[src/decimal_string_to_int128_core_macros.svh]
// ---------------------------------------------------------------------------
// decimal_string_to_int128_core_macros.svh
// Assertion macros shared by the decimal string parser RTL.
// ---------------------------------------------------------------------------
`ifndef DECIMAL_STRING_TO_INT128_CORE_MACROS_SVH
`define DECIMAL_STRING_TO_INT128_CORE_MACROS_SVH

`ifndef SYNTH
// Same-cycle implication, checked out of reset
`define DSI_ASSERT_IMP(lbl, clk, rst_n, pre, post) \
  lbl: assert property (@(posedge clk) disable iff (!rst_n) (pre) |-> (post)) \
    else $error("dsi: implication check failed");
// Next-cycle implication, checked out of reset
`define DSI_ASSERT_NXT(lbl, clk, rst_n, pre, post) \
  lbl: assert property (@(posedge clk) disable iff (!rst_n) (pre) |=> (post)) \
    else $error("dsi: next-cycle check failed");
`else
`define DSI_ASSERT_IMP(lbl, clk, rst_n, pre, post)
`define DSI_ASSERT_NXT(lbl, clk, rst_n, pre, post)
`endif

`endif

[src/dsi_pkg.sv]
// ---------------------------------------------------------------------------
// dsi_pkg
// Types and constants of the decimal string to int128 parser.
// ---------------------------------------------------------------------------
`timescale 1ns / 1ps

package dsi_pkg;

  localparam int CharW  = 8;
  localparam int DigitW = 4;
  localparam int HalfW  = 64;
  localparam int MagW   = 2 * HalfW;
  localparam int ProdW  = MagW + 3;

  localparam logic [CharW-1:0] CHAR_MINUS = 8'h2D;
  localparam logic [CharW-1:0] CHAR_ZERO  = 8'h30;
  localparam logic [CharW-1:0] CHAR_NINE  = 8'h39;

  // Largest magnitude, only legal for a negative value
  localparam logic [MagW-1:0] MAG_LIMIT = {1'b1, {(MagW-1){1'b0}}};

  // Character class decided by the front end
  typedef enum logic [1:0] {
    KIND_DIGIT,
    KIND_MINUS,
    KIND_BAD,
    KIND_EMPTY
  } kind_t;

  // One classified character on its way to the accumulator
  typedef struct packed {
    kind_t             kind;
    logic [DigitW-1:0] digit;
    logic              last;
  } entry_t;

endpackage

[src/dsi_if.sv]
// ---------------------------------------------------------------------------
// dsi_if
// Valid/ready channels of the decimal string parser: characters in,
// 128-bit results out.
// ---------------------------------------------------------------------------
`timescale 1ns / 1ps

interface dsi_in_if;
  import dsi_pkg::*;

  logic             valid;
  logic             ready;
  logic [CharW-1:0] char_code;
  logic             last;
  logic             empty_string;

  modport source (output valid, char_code, last, empty_string, input ready);
  modport sink   (input valid, char_code, last, empty_string, output ready);
endinterface

interface dsi_out_if;
  import dsi_pkg::*;

  logic                    valid;
  logic                    ready;
  logic        [HalfW-1:0] value_low;
  logic signed [HalfW-1:0] value_high;
  logic                    error;

  modport source (output valid, value_low, value_high, error, input ready);
  modport sink   (input valid, value_low, value_high, error, output ready);
endinterface

[src/dsi_front.sv]
// ---------------------------------------------------------------------------
// dsi_front
// Accepts characters, tracks the first position of each string and
// classifies every character as digit, leading minus, bad or empty marker.
// ---------------------------------------------------------------------------
`timescale 1ns / 1ps

module dsi_front (
  input  logic            clk,
  input  logic            rst_n,
  dsi_in_if.sink          in_ch,
  output logic            push_valid,
  output dsi_pkg::entry_t push_entry,
  input  logic            push_ready
);
  import dsi_pkg::*;

  logic at_start_r;
  logic at_start_nxt;
  logic is_digit;
  logic xfer;

  // Pass the handshake straight to the queue
  assign push_valid  = in_ch.valid;
  assign in_ch.ready = push_ready;
  assign xfer        = in_ch.valid && push_ready;

  // Classify the character
  assign is_digit = (in_ch.char_code >= CHAR_ZERO) && (in_ch.char_code <= CHAR_NINE);

  always_comb begin
    push_entry.digit = DigitW'(in_ch.char_code - CHAR_ZERO);
    push_entry.last  = in_ch.last || in_ch.empty_string;
    priority if (in_ch.empty_string) begin
      push_entry.kind = KIND_EMPTY;
    end else if (at_start_r && (in_ch.char_code == CHAR_MINUS)) begin
      push_entry.kind = KIND_MINUS;
    end else if (is_digit) begin
      push_entry.kind = KIND_DIGIT;
    end else begin
      push_entry.kind = KIND_BAD;
    end
  end

  // Rearm the first-position flag at each string end
  always_comb begin
    at_start_nxt = at_start_r;
    if (xfer) begin
      at_start_nxt = in_ch.last || in_ch.empty_string;
    end
  end

  always_ff @(posedge clk) begin
    if (!rst_n) begin
      at_start_r <= 1'b1;
    end else begin
      at_start_r <= at_start_nxt;
    end
  end

endmodule

[src/dsi_queue.sv]
// ---------------------------------------------------------------------------
// dsi_queue
// Short FIFO of classified characters between front end and accumulator.
// ---------------------------------------------------------------------------
`timescale 1ns / 1ps
`include "decimal_string_to_int128_core_macros.svh"

module dsi_queue #(
  parameter int DEPTH = 2
) (
  input  logic            clk,
  input  logic            rst_n,
  input  logic            push_valid,
  input  dsi_pkg::entry_t push_entry,
  output logic            push_ready,
  output logic            pop_valid,
  output dsi_pkg::entry_t pop_entry,
  input  logic            pop_ready
);
  import dsi_pkg::*;

  localparam int PtrW = (DEPTH > 1) ? $clog2(DEPTH) : 1;
  localparam int CntW = $clog2(DEPTH + 1);

  entry_t            mem_r [DEPTH];
  logic [PtrW-1:0]   wr_ptr_r, wr_ptr_nxt;
  logic [PtrW-1:0]   rd_ptr_r, rd_ptr_nxt;
  logic [CntW-1:0]   count_r, count_nxt;
  logic              push;
  logic              pop;

  assign push_ready = (count_r != CntW'(DEPTH));
  assign pop_valid  = (count_r != '0);
  assign pop_entry  = mem_r[rd_ptr_r];
  assign push       = push_valid && push_ready;
  assign pop        = pop_valid && pop_ready;

  // Advance pointers with wrap, track fill level
  always_comb begin
    wr_ptr_nxt = wr_ptr_r;
    rd_ptr_nxt = rd_ptr_r;
    count_nxt  = count_r;
    if (push) begin
      wr_ptr_nxt = (wr_ptr_r == PtrW'(DEPTH - 1)) ? '0 : wr_ptr_r + 1'b1;
    end
    if (pop) begin
      rd_ptr_nxt = (rd_ptr_r == PtrW'(DEPTH - 1)) ? '0 : rd_ptr_r + 1'b1;
    end
    if (push && !pop) begin
      count_nxt = count_r + 1'b1;
    end else if (pop && !push) begin
      count_nxt = count_r - 1'b1;
    end
  end

  always_ff @(posedge clk) begin
    if (!rst_n) begin
      wr_ptr_r <= '0;
      rd_ptr_r <= '0;
      count_r  <= '0;
    end else begin
      wr_ptr_r <= wr_ptr_nxt;
      rd_ptr_r <= rd_ptr_nxt;
      count_r  <= count_nxt;
    end
  end

  // Store entries
  always_ff @(posedge clk) begin
    if (push) begin
      mem_r[wr_ptr_r] <= push_entry;
    end
  end

  `DSI_ASSERT_IMP(a_count_bound, clk, rst_n, 1'b1, count_r <= CntW'(DEPTH))

endmodule

[src/dsi_back.sv]
// ---------------------------------------------------------------------------
// dsi_back
// Accumulates magnitude * 10 + digit with overflow check, and holds the
// finished result in an output register until it is taken.
// ---------------------------------------------------------------------------
`timescale 1ns / 1ps
`include "decimal_string_to_int128_core_macros.svh"

module dsi_back (
  input  logic            clk,
  input  logic            rst_n,
  input  logic            pop_valid,
  input  dsi_pkg::entry_t pop_entry,
  output logic            pop_ready,
  dsi_out_if.source       out_ch
);
  import dsi_pkg::*;

  // Accumulation state
  logic [MagW-1:0]  mag_r, mag_nxt;
  logic             neg_r, neg_nxt;
  logic             failed_r, failed_nxt;
  logic             saw_r, saw_nxt;

  // Result register
  logic             res_valid_r, res_valid_nxt;
  logic [MagW-1:0]  res_mag_r, res_mag_nxt;
  logic             res_neg_r, res_neg_nxt;
  logic             res_err_r, res_err_nxt;

  logic             slot_free;
  logic             take;
  logic             ends;
  logic             err;
  logic             fits;
  logic [ProdW-1:0] prod;
  logic [MagW-1:0]  signed_val;

  // Hold the string end until the result slot is free
  assign slot_free = !res_valid_r || out_ch.ready;
  assign ends      = pop_entry.last;
  assign pop_ready = !ends || slot_free;
  assign take      = pop_valid && pop_ready;

  // Multiply by ten as shift and add, then check range
  assign prod = ({3'b000, mag_r} << 3) + ({3'b000, mag_r} << 1)
              + ProdW'(pop_entry.digit);
  assign fits = (prod[ProdW-1:MagW] == '0)
             && (!prod[MagW-1] || (neg_r && (prod[MagW-1:0] == MAG_LIMIT)));

  always_comb begin
    mag_nxt       = mag_r;
    neg_nxt       = neg_r;
    failed_nxt    = failed_r;
    saw_nxt       = saw_r;
    res_valid_nxt = res_valid_r && !out_ch.ready;
    res_mag_nxt   = res_mag_r;
    res_neg_nxt   = res_neg_r;
    res_err_nxt   = res_err_r;
    err           = 1'b0;
    if (take) begin
      unique case (pop_entry.kind)
        KIND_DIGIT: begin
          saw_nxt = 1'b1;
          if (!failed_r) begin
            if (fits) begin
              mag_nxt = prod[MagW-1:0];
            end else begin
              failed_nxt = 1'b1;
            end
          end
        end
        KIND_MINUS: neg_nxt    = 1'b1;
        KIND_BAD:   failed_nxt = 1'b1;
        KIND_EMPTY: ;
        default:    ;
      endcase
      err = (pop_entry.kind == KIND_EMPTY) || failed_nxt || !saw_nxt;
      // Load the result and clear for the next string
      if (ends) begin
        res_valid_nxt = 1'b1;
        res_mag_nxt   = err ? '0 : mag_nxt;
        res_neg_nxt   = !err && neg_nxt;
        res_err_nxt   = err;
        mag_nxt       = '0;
        neg_nxt       = 1'b0;
        failed_nxt    = 1'b0;
        saw_nxt       = 1'b0;
      end
    end
  end

  always_ff @(posedge clk) begin
    if (!rst_n) begin
      mag_r       <= '0;
      neg_r       <= 1'b0;
      failed_r    <= 1'b0;
      saw_r       <= 1'b0;
      res_valid_r <= 1'b0;
    end else begin
      mag_r       <= mag_nxt;
      neg_r       <= neg_nxt;
      failed_r    <= failed_nxt;
      saw_r       <= saw_nxt;
      res_valid_r <= res_valid_nxt;
    end
  end

  always_ff @(posedge clk) begin
    res_mag_r <= res_mag_nxt;
    res_neg_r <= res_neg_nxt;
    res_err_r <= res_err_nxt;
  end

  // Apply the sign to the stored magnitude
  assign signed_val        = res_neg_r ? (~res_mag_r + 1'b1) : res_mag_r;
  assign out_ch.valid      = res_valid_r;
  assign out_ch.value_low  = signed_val[HalfW-1:0];
  assign out_ch.value_high = signed'(signed_val[MagW-1:HalfW]);
  assign out_ch.error      = res_err_r;

  `DSI_ASSERT_NXT(a_clear_after_end, clk, rst_n, take && ends, (mag_r == '0) && !neg_r && !failed_r && !saw_r)
  `DSI_ASSERT_IMP(a_err_zero, clk, rst_n, res_valid_r && res_err_r, (res_mag_r == '0) && !res_neg_r)
  `DSI_ASSERT_IMP(a_mag_range, clk, rst_n, mag_r[MagW-1], (mag_r[MagW-2:0] == '0) && neg_r)

endmodule

[src/decimal_string_to_int128_core.sv]
// ---------------------------------------------------------------------------
// decimal_string_to_int128_core
// Parses a decimal string, one character per transfer, into a signed
// 128-bit integer with an error flag.
//
// in_ch carries one ASCII character per transfer with last marking the end
// of a string; empty_string marks an empty string and always ends it.
// out_ch gives one result per string: the two's complement value as
// value_low / value_high (zero on error) and error.
// Throughput: one character per cycle, sustained while out_ch does not stall;
// set by the single multiply-by-ten-and-add step in the accumulator.
// The last character passes through the queue, then the accumulator loads
// the result register, which holds the result valid on out_ch until taken.
// When out_ch stalls, the result register holds; characters keep flowing
// into the accumulator until the next string end, after which the queue
// fills and in_ch.ready drops.
// Reset clears the queue, the accumulator and the result valid flag.
// ---------------------------------------------------------------------------
`timescale 1ns / 1ps

module decimal_string_to_int128_core #(
  parameter int QUEUE_DEPTH = 2
) (
  input  logic       clk,
  input  logic       rst_n,
  dsi_in_if.sink     in_ch,
  dsi_out_if.source  out_ch
);
  import dsi_pkg::*;

  logic   push_valid;
  logic   push_ready;
  entry_t push_entry;
  logic   pop_valid;
  logic   pop_ready;
  entry_t pop_entry;

  // Classify incoming characters
  dsi_front u_front (
    .clk        (clk),
    .rst_n      (rst_n),
    .in_ch      (in_ch),
    .push_valid (push_valid),
    .push_entry (push_entry),
    .push_ready (push_ready)
  );

  // Decouple front end and accumulator
  dsi_queue #(
    .DEPTH (QUEUE_DEPTH)
  ) u_queue (
    .clk        (clk),
    .rst_n      (rst_n),
    .push_valid (push_valid),
    .push_entry (push_entry),
    .push_ready (push_ready),
    .pop_valid  (pop_valid),
    .pop_entry  (pop_entry),
    .pop_ready  (pop_ready)
  );

  // Accumulate and deliver results
  dsi_back u_back (
    .clk       (clk),
    .rst_n     (rst_n),
    .pop_valid (pop_valid),
    .pop_entry (pop_entry),
    .pop_ready (pop_ready),
    .out_ch    (out_ch)
  );

endmodule
[src/flat_wrapper.sv]
// flat-port wrapper written by rule: the top's interface ports become plain ports
module decimal_string_to_int128_core_flat import dsi_pkg::*;
#(
  parameter int QUEUE_DEPTH = 2
)
  (clk, rst_n, in_ch_valid, in_ch_char_code, in_ch_last, in_ch_empty_string, in_ch_ready, out_ch_valid, out_ch_value_low, out_ch_value_high, out_ch_error, out_ch_ready);
  dsi_in_if in_ch_i ();
  dsi_out_if out_ch_i ();
  input  logic clk;
  input  logic rst_n;
  input wire logic [$bits(in_ch_i.valid)-1:0] in_ch_valid;
  input wire logic [$bits(in_ch_i.char_code)-1:0] in_ch_char_code;
  input wire logic [$bits(in_ch_i.last)-1:0] in_ch_last;
  input wire logic [$bits(in_ch_i.empty_string)-1:0] in_ch_empty_string;
  output wire logic [$bits(in_ch_i.ready)-1:0] in_ch_ready;
  output wire logic [$bits(out_ch_i.valid)-1:0] out_ch_valid;
  output wire logic [$bits(out_ch_i.value_low)-1:0] out_ch_value_low;
  output wire logic [$bits(out_ch_i.value_high)-1:0] out_ch_value_high;
  output wire logic [$bits(out_ch_i.error)-1:0] out_ch_error;
  input wire logic [$bits(out_ch_i.ready)-1:0] out_ch_ready;
  assign in_ch_i.valid = in_ch_valid;
  assign in_ch_i.char_code = in_ch_char_code;
  assign in_ch_i.last = in_ch_last;
  assign in_ch_i.empty_string = in_ch_empty_string;
  assign in_ch_ready = in_ch_i.ready;
  assign out_ch_valid = out_ch_i.valid;
  assign out_ch_value_low = out_ch_i.value_low;
  assign out_ch_value_high = out_ch_i.value_high;
  assign out_ch_error = out_ch_i.error;
  assign out_ch_i.ready = out_ch_ready;
  decimal_string_to_int128_core #(.QUEUE_DEPTH(QUEUE_DEPTH)) u_core (.clk(clk), .rst_n(rst_n), .in_ch(in_ch_i), .out_ch(out_ch_i));
endmodule
[config.mk]
export PLATFORM = sky130hd
export DESIGN_NAME = decimal_string_to_int128_core_flat
export DESIGN_NICKNAME = d
export VERILOG_FILES = /design/src/dsi_pkg.sv /design/src/dsi_if.sv /design/src/dsi_front.sv /design/src/dsi_queue.sv /design/src/dsi_back.sv /design/src/decimal_string_to_int128_core.sv /design/src/flat_wrapper.sv
export VERILOG_INCLUDE_DIRS = /design/src /design/src/src
export SDC_FILE = /design/constraint.sdc
export NUM_CORES = 1
export LEC_CHECK = 0
export BUFFER_PORTS_ARGS = -buffer_cell sky130_fd_sc_hd__buf_2
export CELL_PAD_IN_SITES_DETAIL_PLACEMENT = 0
export CELL_PAD_IN_SITES_GLOBAL_PLACEMENT = 1
export CORE_ASPECT_RATIO = 1.5
export CORE_MARGIN = 4
export CORE_UTILIZATION = 48
export DETAILED_ROUTE_END_ITERATION = 7
export GPL_ROUTABILITY_DRIVEN = 0
export PLACE_DENSITY_LB_ADDON = 0.1
export SLEW_MARGIN = 40
export SYNTH_ARGS = -nofsm -noshare
export SYNTH_HDL_FRONTEND = slang
export SYNTH_HIERARCHICAL = 1
export SYNTH_SLANG_ARGS = --single-unit
[constraint.sdc]
create_clock -name clk -period 7.7 [get_ports clk]
set_input_delay 0 -clock clk [delete_from_list [all_inputs] [get_ports clk]]
set_output_delay 0 -clock clk [all_outputs]
set_load 0.01 [all_outputs]
==> run_results.csv <==
group,metric,value,unit
status,status,"completed",
power,p_leak,11.2,nW
worst_hold_path,hold_depth,2,
power,power.density,181,nW/um^2
global_route,grt_max_degree,73,
power,intPower,3.33,mW
clock_network,clock_tree.root_cell,"clkbuf_16",
detailed_routing,drc_errors,0,
timing,min_period_over_period,97.0,%
timing,rsz0062_at_grt,"false",
yosys,yosysWarnings,6,
yosys,ys_ff_latch,282,
power,switching_share,35.9,%
clock_network,cts_made_buffers,31,
yosys,synth_commonest_cells,"nor2_1, ha_1, nand2_1",
die,ios,145,
die,std_cell_rows,103,
power,vdd_drop_max,0.220,mV
detailed_routing,antenna_left,0,
power,p_switching,1.87,mW
yosys,netlist.area_leader.share,16.9,%
detailed_routing,via_per_inst,6.69,
yosys,synth_cell_type_count,89,
yosys,ys_seq_area_share,27.8,%
timing,worst_pin_slew,0.926,ns
worst_setup_path,rrSetupSlack,0.23,ns
yosys,yosysMostFrequentCell,"nor2_1",
detailed_routing,wl,109000,um
global_route,grtUsageTotal,36.5,%
detailed_routing,dr.first_iter.drc_count,2067,
worst_setup_path,r2r-end,"u_core/u_back/res_mag_r[41]$_SDFFCE_PP0P_",
timing,hold_viol,0,
timing,finalSetupViolations,0,
yosys,ys.flop_type,"edfxtp_1",
power,p_comb_share,31.9,%
power,p_seq_share,40.4,%
yosys,synthTopCellsByArea,"edfxtp_1, ha_1, dfxtp_1, xnor2_1, mux2i_1",
timing,fin_hold_ws,0.195,ns
cells_and_area,syn_to_final_growth,12.4,%
yosys,syn_nets,3283,
clock_network,cts.sinks,282,
worst_setup_path,cp.required,8.01,ns
global_route,grt.overflow.total,0,
detailed_routing,wl_per_cell,28.3,um
yosys,syn_inst,3010,
die,die_h,290,um
detailed_routing,vias,25700,
worst_hold_path,hp-class,"primary input to flop",
worst_setup_path,reg2reg_depth,22,
worst_hold_path,worstHoldStart,"in_ch_char_code[0]",
clock_network,ctsHtreeMaxLevel,1,
timing,fin_skew,0.0235,ns
yosys,async_flop_share,0,%
cells_and_area,drive_gt1_share,12.0,%
timing,fin_crit,7.47,ns
yosys,yosys.area.top_type,"edfxtp_1",
place,dpl_cell_area,27400,um^2
place,io_buffer_count,144,
cells_and_area,finalNonFillerCells,3848,
clock_network,clockBufferDepth,3,
global_route,grt_pass1_vias,25600,
clock_network,cts_tree,"built",
global_route,antenna_found_initial,4,
power,clkPwrFrac,27.7,%
clock_network,clkLatencyLatePin,0.59,ns
cells_and_area,final_cell_area,28700,um^2
die,initial_core_util,48.4,%
worst_setup_path,setup.worst_path.class,"flop to flop",
run,max_cap_viol_count,0,
worst_setup_path,worstPathArrival,7.78,ns
clock_network,post-cts-setup-buffer-count,0,
worst_hold_path,min_to,"u_core/u_queue/mem_r[1][1]$_DFFE_PP_",
die,die_x,196,um
cells_and_area,final_nets,3412,
clock_network,clk_pin_slew,0.07,ns
place,dp.cells,3771,
die,die_area,57000,um^2
worst_setup_path,critPathLaunchType,"flop",
yosys,avgSynthCellArea,8.48,um^2
global_route,grt_first_pass_wirelength,159000,um
worst_setup_path,path_max_fanout,12,
detailed_routing,dr.pass1.iters,6,
yosys,syn_area,25500,um^2
place,post-dp-hpwl,88700,um
die,core,52700,um^2
timing,fin_tns_setup,0,ns
timing,slew_viol_final,0,
yosys,synth_edf_count,144,
timing,fmax,134,MHz
worst_setup_path,crit_path_end_kind,"flop",
timing,slew_headroom,37.8,%
-- timing repair --
item                                    in CTS  in global routing
endpoints found under the hold margin       24                  1
endpoints found under the setup margin       0                242
hold buffers                                13                  1
resized for setup                            0                 11
-- power by group through the flow --
stage	clock, mW	combinational [mW]	sequential (mW)
global placement	0	1.63	2.12
CTS	1.46	1.67	2.10
finish	1.44	1.66	2.10
global route	1.52	1.77	2.12
floorplan	0	1.02	2.06
detailed placement	0	1.66	2.13
-- stage by stage --
stage / setup slack (ns) / util [%] / power (mW)
after global placement: 0.309 / 52.0 / 3.76
after global routing: 0.0294 / 54.4 / 5.42
after detailed placement: 0.157 / 52.1 / 3.79
final: 0.231 / 54.4 / 5.21
after floorplan: 1.63 / - / 3.08
after CTS: 0.0998 / 54.2 / 5.23
-- cell type report --
class / count / area [um^2]
diodes: 3 / 7.51
clock buffers: 44 / 876
clock inverters: 13 / 100
fillers: 5015 / 24000
inverters: 35 / 136
multi-input cells: 2507 / 17700
flip-flops and latches: 282 / 7090
well taps: 682 / 853
repair buffers: 282 / 1980
-- cells by family (layout without fill, tap and decap cells) --
family	after synthesis	count (layout)	share of synthesized area (%)
muxes	138	138	5.45
other	0	3	0
AOI/OAI and AO/OA	878	878	23.0
DFF	282	282	27.8
xor gates and xnor gates	239	239	8.20
adders and majority gates	259	259	12.7
and+or+nand+nor	993	993	19.1
buffers and inverters	221	374	3.78
-- worst max path at each step --
stage | endpoint | from | slack (ns)
final | u_core/u_back/res_mag_r[41]$_SDFFCE_PP0P_ | flop | 0.23
after global routing | u_core/u_back/res_mag_r[15]$_SDFFCE_PP0P_ | flop | 0.03
after CTS | u_core/u_back/res_mag_r[41]$_SDFFCE_PP0P_ | flop | 0.1
after detailed placement | u_core/u_back/res_mag_r[41]$_SDFFCE_PP0P_ | flop | 0.16
after global placement | u_core/u_back/res_mag_r[41]$_SDFFCE_PP0P_ | flop | 0.31
after floorplan | u_core/u_back/res_mag_r[118]$_SDFFCE_PP0P_ | flop | 1.63
-- metal layers --
metal,routed length [um],global-route usage (%),vias to the layer above
met3,5960,5.81,585
li1,-,-,11700
met5,0,0,-
met4,14500,37.0,0
met2,54500,65.4,1219
met1,33800,33.8,12200
-- cells in the final DEF (no fill, tap or decap), drive strengths merged, types with 9 or more instances in the layout --
cell type    synthesis  routed
nand3               49      49
nor3                63      63
nor4                42      42
a32o                54      54
a22o                74      74
o31ai               58      58
and3                12      12
xnor2              178     178
a21o                43      43
o211ai              12      12
dlygate4sd3          0      14
nor2               306     306
a221oi               9       9
o21a                13      13
and4                 9       9
nand2              240     240
a31oi               26      26
edfxtp             144     144
or3                 48      48
a21oi              223     223
inv                 35      38
or2                 23      23
or4                 31      31
o41ai               19      19
mux2i              130     130
clkbuf             117      45
o221ai               9       9
dfxtp              138     138
nand4              101     101
ha                 257     257
o21ai              210     210
a211oi              13      13
xor2                61      61
nand2b              17      17
o21bai              28      28
a21boi              12      12
a22oi                9       9
buf                 69     267
and2                20      20
-- worst max-delay path, cell delays in order (launching register included) --
cell,delay [ns]
dfxtp_1,0.50
mux2_2,0.41
fa_1,0.53
fa_1,0.47
a21o_1,0.23
a221oi_1,0.51
o21bai_1,0.17
xor2_1,0.21
or4_1,0.51
nor4_1,0.45
nand4b_1,0.16
nor4_1,0.30
nand4_1,0.22
nand4b_1,0.25
or4_1,0.51
nor4_2,0.30
a21oi_1,0.24
nor2b_4,0.24
buf_12,0.18
buf_12,0.16
mux2i_1,0.39
buf_4,0.18
nor2_1,0.03
-- registers in the layout (all words and copies together), names as in the netlist, named ones only --
name,flops
u_core/u_front/at_start_r,1
u_core/u_queue/rd_ptr_r,1
u_core/u_queue/wr_ptr_r,1
u_core/u_back/out_ch.valid,1
u_core/u_queue/mem_r,14
u_core/u_back/saw_r,1
u_core/u_back/res_mag_r,128
u_core/u_queue/count_r,2
u_core/u_back/neg_r,1
u_core/u_back/mag_r,128
u_core/u_back/failed_r,1
u_core/u_back/out_ch.error,1
u_core/u_back/res_neg_r,1
(Power assumes the default switching activity.)
